$ cat config.mk
export PLATFORM = sky130hd
export DESIGN_NAME = frame_time_window_stats
export DESIGN_NICKNAME = d
export VERILOG_FILES = /design/src/rtl/ftws_pkg.sv /design/src/rtl/ftws_ram.sv /design/src/rtl/ftws_div.sv /design/src/rtl/frame_time_window_stats.sv
export SDC_FILE = /design/constraint.sdc
export NUM_CORES = 2
export LEC_CHECK = 0
export ABC_AREA = 1
export BUFFER_PORTS_ARGS = -buffer_cell sky130_fd_sc_hd__clkbuf_2
export CAP_MARGIN = 10
export CORE_AREA = 8 8 417 419
export CTS_CLUSTER_DIAMETER = 60
export DETAILED_ROUTE_END_ITERATION = 8
export DIE_AREA = 0 0 425 427
export SYNTH_ARGS = -nofsm -noshare
export SYNTH_HDL_FRONTEND = slang
export SYNTH_SLANG_ARGS = --single-unit
$ cat constraint.sdc
create_clock -name i_clk -period 9.4 [get_ports i_clk]
set_input_delay 1.88 -clock i_clk [delete_from_list [all_inputs] [get_ports i_clk]]
set_output_delay 1.88 -clock i_clk [all_outputs]
set_load 0.1 [all_outputs]
$ cat src/rtl/ftws_pkg.sv
// ----------------------------------------------------------------------------
// ftws_pkg: shared constants for the frame time window statistics block
// Window depth, field widths and the fixed constants of the statistics.
// ----------------------------------------------------------------------------
package ftws_pkg;

    // window depth, 2 to 127
    localparam int WINDOW_DEPTH = 64;
    localparam int PTR_W        = $clog2(WINDOW_DEPTH);
    localparam int CNT_W        = $clog2(WINDOW_DEPTH + 1);

    // field widths
    localparam int DUR_W   = 22;
    localparam int VALID_W = 7;
    localparam int RATE_W  = 28;
    localparam int SUM_W   = DUR_W + CNT_W;

    // shared divider operand widths
    localparam int DIV_NUM_W = (SUM_W > RATE_W) ? SUM_W : RATE_W;
    localparam int DIV_DEN_W = DUR_W;

    // fixed constants
    localparam logic [DUR_W-1:0]  LEAST_LIMIT    = DUR_W'(999000);
    localparam logic [RATE_W-1:0] RATE_NUMERATOR = RATE_W'(256000000);

endpackage

$ cat src/rtl/ftws_ram.sv
// ----------------------------------------------------------------------------
// ftws_ram: generic single-port-write, single-port-read RAM
// One write and one registered read per cycle.
// ----------------------------------------------------------------------------
module ftws_ram #(
    parameter int WIDTH = 8,
    parameter int DEPTH = 16
) (
    input  logic                     i_clk,
    input  logic                     i_we,
    input  logic [$clog2(DEPTH)-1:0] i_waddr,
    input  logic [WIDTH-1:0]         i_wdata,
    input  logic [$clog2(DEPTH)-1:0] i_raddr,
    output logic [WIDTH-1:0]         o_rdata
);

    logic [WIDTH-1:0] r_mem [DEPTH];
    logic [WIDTH-1:0] r_rdata;

    always_ff @(posedge i_clk) begin
        if (i_we) begin
            r_mem[i_waddr] <= i_wdata;
        end
        r_rdata <= r_mem[i_raddr];
    end

    assign o_rdata = r_rdata;

endmodule

$ cat src/rtl/ftws_div.sv
// ----------------------------------------------------------------------------
// ftws_div: shared restoring divider
// One quotient bit per cycle; operands latched on start, done pulses once.
// ----------------------------------------------------------------------------
module ftws_div
    import ftws_pkg::*;
(
    input  logic                 i_clk,
    input  logic                 i_rst_n,
    input  logic                 i_start,
    input  logic [DIV_NUM_W-1:0] i_num,
    input  logic [DIV_DEN_W-1:0] i_den,
    output logic                 o_done,
    output logic [DIV_NUM_W-1:0] o_quo
);

    localparam int STEP_W = $clog2(DIV_NUM_W + 1);

    logic                 r_busy;
    logic                 r_done;
    logic [STEP_W-1:0]    r_step;
    logic [DIV_DEN_W-1:0] r_rem;
    logic [DIV_DEN_W-1:0] r_den;
    logic [DIV_NUM_W-1:0] r_quo;

    logic [DIV_DEN_W:0]   trial;
    logic [DIV_DEN_W:0]   diff;
    logic                 fits;
    logic [DIV_DEN_W-1:0] n_rem;

    // trial subtract of the shifted remainder
    always_comb begin
        trial = {r_rem, r_quo[DIV_NUM_W-1]};
        diff  = trial - {1'b0, r_den};
        fits  = (trial >= {1'b0, r_den});
        n_rem = fits ? diff[DIV_DEN_W-1:0] : trial[DIV_DEN_W-1:0];
    end

    // iteration control and datapath
    always_ff @(posedge i_clk) begin
        if (!i_rst_n) begin
            r_busy <= 1'b0;
            r_done <= 1'b0;
            r_step <= '0;
        end else begin
            r_done <= 1'b0;
            if (i_start) begin
                r_busy <= 1'b1;
                r_step <= STEP_W'(DIV_NUM_W);
            end else if (r_busy) begin
                r_step <= r_step - 1'b1;
                if (r_step == STEP_W'(1)) begin
                    r_busy <= 1'b0;
                    r_done <= 1'b1;
                end
            end
        end
    end

    always_ff @(posedge i_clk) begin
        if (i_start) begin
            r_rem <= '0;
            r_den <= i_den;
            r_quo <= i_num;
        end else if (r_busy) begin
            r_rem <= n_rem;
            r_quo <= {r_quo[DIV_NUM_W-2:0], fits};
        end
    end

    assign o_done = r_done;
    assign o_quo  = r_quo;

endmodule

$ cat src/rtl/frame_time_window_stats.sv
// Each item is handled in turn: a one-entry-per-cycle scan of the history RAM,
// then two 1-bit-per-cycle divisions (mean, frame rate) on the one shared
// divider. No new input word is taken until the result word is loaded, and a
// result still held on the output delays the next load.
// Reset clears the valid bit of every history slot at once, so no clearing pass.
// ----------------------------------------------------------------------------
// frame_time_window_stats: sliding-window frame time statistics
// Stores each frame duration in a ring, then gives mean, min, max, count and
// the Q8 frame rate of the current frame.
// ----------------------------------------------------------------------------
module frame_time_window_stats
    import ftws_pkg::*;
(
    input  logic               i_clk,
    input  logic               i_rst_n,
    input  logic               i_in_valid,
    output logic               o_in_ready,
    input  logic [DUR_W-1:0]   i_frame_time_us,
    output logic               o_out_valid,
    input  logic               i_out_ready,
    output logic [DUR_W-1:0]   o_current_us,
    output logic [DUR_W-1:0]   o_mean_us,
    output logic [DUR_W-1:0]   o_least_us,
    output logic [DUR_W-1:0]   o_greatest_us,
    output logic [VALID_W-1:0] o_valid_entries,
    output logic [RATE_W-1:0]  o_rate_q8
);

    typedef enum logic [2:0] {
        S_IDLE,
        S_SCAN,
        S_DRAIN,
        S_MEAN_GO,
        S_MEAN_WAIT,
        S_RATE_GO,
        S_RATE_WAIT,
        S_DONE
    } t_state;

    t_state r_state;

    logic [PTR_W-1:0]        r_wr_pos;
    logic [WINDOW_DEPTH-1:0] r_vbits;
    logic [PTR_W-1:0]        r_rd_addr;
    logic                    r_pend;
    logic [PTR_W-1:0]        r_pend_slot;

    logic [DUR_W-1:0]  r_dur;
    logic [SUM_W-1:0]  r_sum;
    logic [CNT_W-1:0]  r_count;
    logic [DUR_W-1:0]  r_least;
    logic [DUR_W-1:0]  r_greatest;
    logic [DUR_W-1:0]  r_mean;
    logic [RATE_W-1:0] r_rate;

    logic               accept;
    logic [DUR_W-1:0]   ram_q;
    logic [DUR_W-1:0]   entry;
    logic               div_start;
    logic [DIV_NUM_W-1:0] div_num;
    logic [DIV_DEN_W-1:0] div_den;
    logic               div_done;
    logic [DIV_NUM_W-1:0] div_quo;
    logic               out_free;

    assign o_in_ready = (r_state == S_IDLE);
    assign accept     = i_in_valid && o_in_ready;
    assign out_free   = !o_out_valid || i_out_ready;

    // history ring
    ftws_ram #(
        .WIDTH (DUR_W),
        .DEPTH (WINDOW_DEPTH)
    ) u_hist (
        .i_clk   (i_clk),
        .i_we    (accept),
        .i_waddr (r_wr_pos),
        .i_wdata (i_frame_time_us),
        .i_raddr (r_rd_addr),
        .o_rdata (ram_q)
    );

    // slot never written since reset reads as empty
    assign entry = r_vbits[r_pend_slot] ? ram_q : '0;

    // divider operand select
    always_comb begin
        div_start = (r_state == S_MEAN_GO) || (r_state == S_RATE_GO);
        if (r_state == S_RATE_GO) begin
            div_num = DIV_NUM_W'(RATE_NUMERATOR);
            div_den = DIV_DEN_W'(r_dur);
        end else begin
            div_num = DIV_NUM_W'(r_sum);
            div_den = DIV_DEN_W'(r_count);
        end
    end

    ftws_div u_div (
        .i_clk   (i_clk),
        .i_rst_n (i_rst_n),
        .i_start (div_start),
        .i_num   (div_num),
        .i_den   (div_den),
        .o_done  (div_done),
        .o_quo   (div_quo)
    );

    // sequencer, ring pointer, valid bits and output word
    always_ff @(posedge i_clk) begin
        if (!i_rst_n) begin
            r_state     <= S_IDLE;
            r_wr_pos    <= '0;
            r_vbits     <= '0;
            r_pend      <= 1'b0;
            o_out_valid <= 1'b0;
        end else begin
            // output word valid: set on load, cleared once taken
            if (r_state == S_DONE && out_free) begin
                o_out_valid <= 1'b1;
            end else if (i_out_ready) begin
                o_out_valid <= 1'b0;
            end
            // read data of a scan address arrives in the next cycle
            r_pend <= (r_state == S_SCAN);
            case (r_state)
                S_IDLE: begin
                    if (accept) begin
                        r_vbits[r_wr_pos] <= 1'b1;
                        r_wr_pos <= (r_wr_pos == PTR_W'(WINDOW_DEPTH - 1)) ?
                                    '0 : r_wr_pos + 1'b1;
                        r_state  <= S_SCAN;
                    end
                end
                S_SCAN: begin
                    if (r_rd_addr == PTR_W'(WINDOW_DEPTH - 1)) begin
                        r_state <= S_DRAIN;
                    end
                end
                S_DRAIN:     r_state <= S_MEAN_GO;
                S_MEAN_GO:   r_state <= S_MEAN_WAIT;
                S_MEAN_WAIT: begin
                    if (div_done) begin
                        r_state <= S_RATE_GO;
                    end
                end
                S_RATE_GO:   r_state <= S_RATE_WAIT;
                S_RATE_WAIT: begin
                    if (div_done) begin
                        r_state <= S_DONE;
                    end
                end
                S_DONE: begin
                    if (out_free) begin
                        r_state <= S_IDLE;
                    end
                end
                default:     r_state <= S_IDLE;
            endcase
        end
    end

    // scan address and statistics accumulation
    always_ff @(posedge i_clk) begin
        if (accept) begin
            r_dur      <= i_frame_time_us;
            r_rd_addr  <= '0;
            r_sum      <= '0;
            r_count    <= '0;
            r_least    <= LEAST_LIMIT;
            r_greatest <= '0;
        end else begin
            if (r_state == S_SCAN) begin
                r_pend_slot <= r_rd_addr;
                r_rd_addr   <= r_rd_addr + 1'b1;
            end
            if (r_pend && (entry != '0)) begin
                r_sum   <= r_sum + SUM_W'(entry);
                r_count <= r_count + 1'b1;
                if (entry < r_least) begin
                    r_least <= entry;
                end
                if (entry > r_greatest) begin
                    r_greatest <= entry;
                end
            end
        end
        // quotients; a zero divisor forces zero
        if (r_state == S_MEAN_WAIT && div_done) begin
            r_mean <= (r_count == '0) ? '0 : div_quo[DUR_W-1:0];
        end
        if (r_state == S_RATE_WAIT && div_done) begin
            r_rate <= (r_dur == '0) ? '0 : div_quo[RATE_W-1:0];
        end
        // output word load
        if (r_state == S_DONE && out_free) begin
            o_current_us    <= r_dur;
            o_mean_us       <= r_mean;
            o_least_us      <= (r_least >= LEAST_LIMIT) ? '0 : r_least;
            o_greatest_us   <= r_greatest;
            o_valid_entries <= VALID_W'(r_count);
            o_rate_q8       <= r_rate;
        end
    end

endmodule

Word-level counts from Yosys, hierarchy flattened
Memories as Yosys holds them, arrays and structs flattened. A register that Yosys moved wholly into a read port is not among the register bits.
Index checks and enable logic that the tools add are counted.
{"block": "op_classes", "n_addsub": 6, "magnitude_cmp": 7, "n_eq_ne": 15, "muxes": 27, "bitwise": 4, "reduce_logical": 22}
{"operator": "$mux 29", "count": 3}
{"operator": "$or 64x64->64", "count": 1}
{"operator": "$mux 22", "count": 2}
{"operator": "$add 29x22->29", "count": 1}
{"operator": "$pmux 3 s8", "count": 1}
{"operator": "$ge 23x22->1", "count": 1}
{"operator": "$ge 22x20->1 const B", "count": 1}
{"operator": "$gt 22x22->1", "count": 1}
{"operator": "$logic_not 22->1", "count": 1}
{"operator": "$lt 22x22->1", "count": 1}
{"operator": "$reduce_bool 22->1", "count": 1}
{"operator": "$sub 22x22->22", "count": 1}
{"operator": "$mux 3", "count": 5}
{"operator": "$lt 6x7->1 const B", "count": 2}
{"operator": "$add 6x1->6 const B", "count": 2}
{"operator": "$eq 3x3->1 const B", "count": 4}
{"operator": "$eq 6x6->1 const B", "count": 2}
{"operator": "$mux 1", "count": 10}
{"operator": "$mux 5", "count": 2}
{"operator": "$ne 2x1->1 const B", "count": 4}
{"operator": "$reduce_and 2->1", "count": 4}
{"operator": "$add 7x1->7 const B", "count": 1}
{"operator": "$logic_not 7->1", "count": 1}
{"operator": "$mux 7", "count": 1}
{"operator": "18 further kinds", "count": 28}
{"block": "word_totals", "ff_bits": 442, "mem_bits_rw": 1408, "in_bits": 26, "output_inout_bits": 125, "word_cells": 110, "n_memories": 1}
{"name": "u_hist.r_mem", "depth": 64, "width": 22, "rd": 1, "rd_ports_with_merged_regs": 1, "wr": 1, "line_no": "ftws_ram.sv:17", "text": "logic [WIDTH-1:0] r_mem [DEPTH];"}

Depth between registers and ports, before layout
{"block": "depth", "ltp_word": 6, "mapped_depth": 30, "ltp_nobuf": 27}

Hierarchy
Synthesis repeated with hierarchy kept, for this count alone.
{"block": "hier_totals", "cells_unflattened": 7232, "area_unflattened_um2": 78351.4}
{"mod": "ftws_ram", "n_inst": 1, "cells_each": 4800, "area_per_inst_um2": 57213.6, "seq_area_each_um2": 42721.0}
{"mod": "frame_time_window_stats", "n_inst": 1, "cells_each": 1755, "area_per_inst_um2": 16145.5, "seq_area_each_um2": 9258.9}
{"mod": "ftws_div", "n_inst": 1, "cells_each": 677, "area_per_inst_um2": 4992.3, "seq_area_each_um2": 2112.0}

Worst setup path before layout
No wires, ideal clock.
{"block": "synth_path", "path_type": "input-to-reg", "from": "in i_out_ready", "to": "reg o_current_us[0], enable pin", "setup_time_ns": 0.609, "arrival_time_ns": 7.064, "t_required_ns": 8.791, "path_slack_ns": 1.727, "cell_stages": 2, "path_buffers": 0, "path_cell_list": "nor2_1 nor2_1"}
{"block": "synth_between", "elab_chain_cells": 2}
{"item": "from (decl)", "line_no": "frame_time_window_stats.sv:20", "text": "input logic i_out_ready,"}
{"item": "$logic_or 1x1->1", "line_no": "frame_time_window_stats.sv:68", "text": "assign out_free = !o_out_valid || i_out_ready;"}
{"item": "$logic_and 1x1->1", "line_no": "frame_time_window_stats.sv:195", "text": "if (r_state == S_DONE && out_free) begin"}
{"item": "to (signal assigned)", "line_no": "frame_time_window_stats.sv:196", "text": "o_current_us <= r_dur;"}
{"item": "to (decl)", "line_no": "frame_time_window_stats.sv:21", "text": "output logic [DUR_W-1:0] o_current_us,"}
No other way between the ends.
A chain may end at the register's enable or synchronous reset.

Worst setup path in the final report
{"block": "layout_path", "from": "reg r_pend_slot[0]", "to": "reg r_least[18]"}
{"block": "layout_between", "elab_chain_cells": 6, "elab_cells_between_ends": 7, "classes_between": "order compare: 1; mux: 3; reduce/logical: 3"}
{"item": "from (decl)", "line_no": "frame_time_window_stats.sv:46", "text": "logic [PTR_W-1:0] r_pend_slot;"}
{"item": "from (signal assigned)", "line_no": "frame_time_window_stats.sv:173", "text": "r_pend_slot <= r_rd_addr;"}
{"item": "$bmux 1 s6 *", "line_no": "frame_time_window_stats.sv:84", "text": "assign entry = r_vbits[r_pend_slot] ? ram_q : '0;"}
{"item": "$mux 1 (not written as such) *", "line_no": "frame_time_window_stats.sv:84"}
{"item": "$mux 22 *", "line_no": "frame_time_window_stats.sv:84"}
{"item": "named net entry[9]", "line_no": "frame_time_window_stats.sv:58", "text": "logic [DUR_W-1:0] entry;"}
{"item": "parallel branches: the longest is 2 deep, another holds $lt 22x22->1"}
{"item": "$reduce_and 2->1 (no source line) *"}
{"item": "to (signal assigned)", "line_no": "frame_time_window_stats.sv:180", "text": "r_least <= entry;"}
{"item": "to (decl)", "line_no": "frame_time_window_stats.sv:51", "text": "logic [DUR_W-1:0] r_least;"}
Mark *: on every way through the listed nets, which the timed path passes. The select of a mux whose other input is x is not followed.

==> summary.txt <==
Clock network
  – Worst skew pair latency: 0.83 ns
  – TritonCTS clock tree: built
  – Post-cts sizing count: 0
  – Post-CTS setup buffers: 0
  – Hold-fix buffer count after cts: 0
  – CTS buffer count: 188
  – H-tree levels: 4
  – CTS clk-pin slew, worst paths: 0.06 ns
  – Root Driver: clkbuf_16
  – Bufs on Longest Clock Path: 3
  – CTS Sinks: 1872

Synth
  – Ys flop type: edfxtp_1
  – Most common cell in the synthesized netlist: edfxtp_1
  – Avg Inst Size Synth: 12.2 sq um
  – Top post-synthesis cells by area: edfxtp_1 67%, dfxtp_1 5.7%, o21ai_0 5.5%
  – Commonest cells post-synth: 1660 x edfxtp_1, 1085 x nor2_1, 823 x o21ai_0, 569 x nand2_1, 309 x clkbuf_1
  – Post-Synthesis Cells: 6103
  – Post-synthesis sequential area ratio: 72.4%
  – Share of the synthesized area in the top cell type: 66.7%
  – EDFF count, synth: 1660
  – Fraction of registers with async set/reset: 0%
  – Synth area leader: edfxtp_1
  – #FFs+latches synth: 1872
  – Yosys warning count: 0
  – Post-synthesis instance area: 74700 sq um
  – Post-synth cell types: 58

Critical path
  – Crit end category: flip-flop
  – CP Data Required Time: 10.06 ns
  – WP data arrival: 5.80 ns
  – Crit Path Max Fanout: 33
  – Reg2Reg Launch Point: r_pend_slot[0]$_DFFE_PP_
  – Worst Reg2Reg Path Length in Cells: 20
  – Worst path slowest cell: edfxtp_1
  – Kind of critical path: reg -> reg
  – Type of origin of the critical path: flip-flop
  – Most frequent CP cell: nand2_1
  – Cells along the critical path: inv_4 -> nand2_1 -> nand3_1 -> nand3_1 -> nand2_1 -> nand2_1 -> nand3_1 -> nand3_2 -> nand2_4 -> inv_1 -> nor2_1 -> ha_1 -> nand2_1 -> nor2_1 -> a211oi_1 -> o221ai_1 -> a221oi_2 -> nand3_2 -> nand2_1 -> nand3_1
  – Crit. Startpoint: r_pend_slot[0]$_DFFE_PP_
  – CP max stage delay: 0.80 ns

Power and ir drop
  – Maximum vdd ir drop: 0.000242 V
  – Tot Pwr: 0.0242 W
  – LEAKAGE: 29.0 nW
  – PwrDens: 287 nW/um^2

Global route
  – Number of global-route vias before repair: 47100
  – Met3 global-route usage: 4.45%
  – Gr busiest metal: met2
  – Largest net degree at the start of global routing: 178
  – Gr usage total: 22.5%
  – GRT overflow: 0
  – Met1 Use GR: 30.7%
  – Initial antenna violation count: 17
  – Global-route wire length before repair: 309 mm
  – Grt met2 use: 35.5%

Worst hold path
  – Hold Path Stages: 0
  – Hold/Removal Path Class: reg -> reg
  – Source of the worst hold timing path: r_rate[16]$_SDFFCE_PN0P_

Run status
  – Run status: finished clean

Job
  – Max Cap Violations: 0

Floorplan
  – Total die area: 181000 sq um
  – Ports: 151
  – Initial core utilization: 44.5%
  – Core area: 168000 sq um
  – Row count: 151
  – Die Ht: 427 um
  – Die Width: 425 um

Timing
  – Final setup viols: 0
  – Skew final: 0.0255 ns
  – Worst relative slew slack: 22.2%
  – Slew Viols, Final: 0
  – Final Hold Viols: 0
  – Fmax: 194 MHz
  – Final WS setup: 4.25 ns
  – Clock period minus worst slack: 5.15 ns
  – Final period utilization: 54.8%
  – Worst Tran Pin Value: 1.16 ns
  – Unrepaired setup endpoints after global routing: false
  – Setup TNS: 0 ns

Finish
  – Layout cell share with drive strength beyond 1: 10.4%
  – Non-Filler Instances: 8605
  – Nets@finish: 6344
  – Syn-to-layout area delta: 13.0%

Detailed routing
  – Initial drt markers: 5737
  – Residual DRC count: 0
  – Post-DRT Antenna Nets: 0
  – Total number of vias: 49100
  – Vias/cell: 5.71
  – Initial DRT Pass Iterations: 6
  – WL/cell: 24.4 um
  – Post-Route WL: 210 mm

Placed design
  – Placed wire-length estimate: 120 mm
  – RePlAce Congestion: 0.909
  – Place WS: 4.32 ns
  – Cell total after placement: 8251
  – PortBufs: 150
[cells by family (layout without fill, tap and decap cells)]
| kind of cell | Yosys count | in the layout | synth area share [%] |
|---|---|---|---|
| AO/OA/AOI/OAI | 1480 | 1480 | 11.5 |
| XOR/XNOR | 38 | 38 | 0.445 |
| adder cells (fa/ha/maj) | 95 | 95 | 1.61 |
| buffers and inverters | 662 | 938 | 3.49 |
| flip-flops | 1872 | 1872 | 72.4 |
| other | 1 | 9 | 0.00502 |
| AND/OR/NAND/NOR | 1955 | 1955 | 10.5 |
[final timing paths]
check,to,slack (ns)
setup / recovery,r_least[18]$_SDFFE_PP1P_,4.25
hold / removal,o_rate_q8[16]$_DFFE_PP_,0.42
setup reg to reg,r_least[18]$_SDFFE_PP1P_,4.25
hold reg to reg,o_rate_q8[16]$_DFFE_PP_,0.42
[area by class of cell]
type / count / area, sq um
Multi-Input combinational cell: 3570 / 18200
Clock buffer: 243 / 5200
Timing Repair Buffer: 288 / 1810
Fill cell: 14600 / 83400
Inverter: 303 / 1160
Sequential cell: 1872 / 54100
Antenna cell: 7 / 17.5
Clock inverter: 104 / 1120
Tap cell: 2218 / 2780
[layer usage]
| layer | up-vias | part of all wire [%] | routed length (um) |
|---|---|---|---|
| met4 | 8 | 4.0 | 8360 |
| met5 | - | 0.023 | 48 |
| met1 | 24300 | 42 | 88900 |
| met3 | 381 | 8.1 | 17000 |
| li1 | 22500 | - | - |
| met2 | 1964 | 46 | 95900 |
[cells in the final DEF (no fill, tap or decap), drive strengths merged, types with 5 or more instances in the layout]
master    count
xnor2        18
nand2       572
a21o          8
nand4        56
edfxtp     1660
a211oi        5
a21oi       143
nor4         13
nor2       1088
a32o          9
o21ai       838
buf         139
inv         310
clkinv       72
bufinv       19
diode         7
o221ai      140
nand3       193
a31oi        27
dfxtp       212
clkinvlp      6
a221oi        6
nor3         30
a22o          5
o21bai        5
o22ai       216
a221o        10
clkbuf      392
ha           93
o31ai         6
xor2         20
o211ai       48
[power breakdown]
group / leakage (nW) / total (W) / switching (W) / internal, W
registers: 16.7 / 0.00991 / 0.000381 / 0.00953
logic: 9.21 / 0.00669 / 0.00490 / 0.00179
clock network: 3.08 / 0.00763 / 0.00319 / 0.00444
[per-stage QoR]
| stage | cell area [sq um] | hold WS, ns | utilization [%] |
|---|---|---|---|
| floorplan | 74700 | 0.400 | - |
| global placement | 78100 | 0.404 | 46.5 |
| detailed placement | 78100 | 0.405 | 46.5 |
| CTS | 84400 | 0.419 | 50.3 |
| global route | 84400 | 0.428 | 50.3 |
| finish | 84400 | 0.418 | 50.3 |
[sequential cells by signal (all words and copies together), names as in the netlist, 28 cells and up]
register	count
o_rate_q8	28
r_rate	28
u_div.o_quo	29
u_hist.r_mem	1408
r_vbits	64
r_sum	29
[worst max-delay path: cells and delay by family, from the launching register on]
kind	cells	cell delay, ns
buffers and inverters	2	0.67
AO/OA/AOI/OAI	3	0.91
AND/OR/NAND/NOR	14	2.20
adder cells (fa/ha/maj)	1	0.35
flip-flops	1	0.80
(Power assumes the default switching activity.)
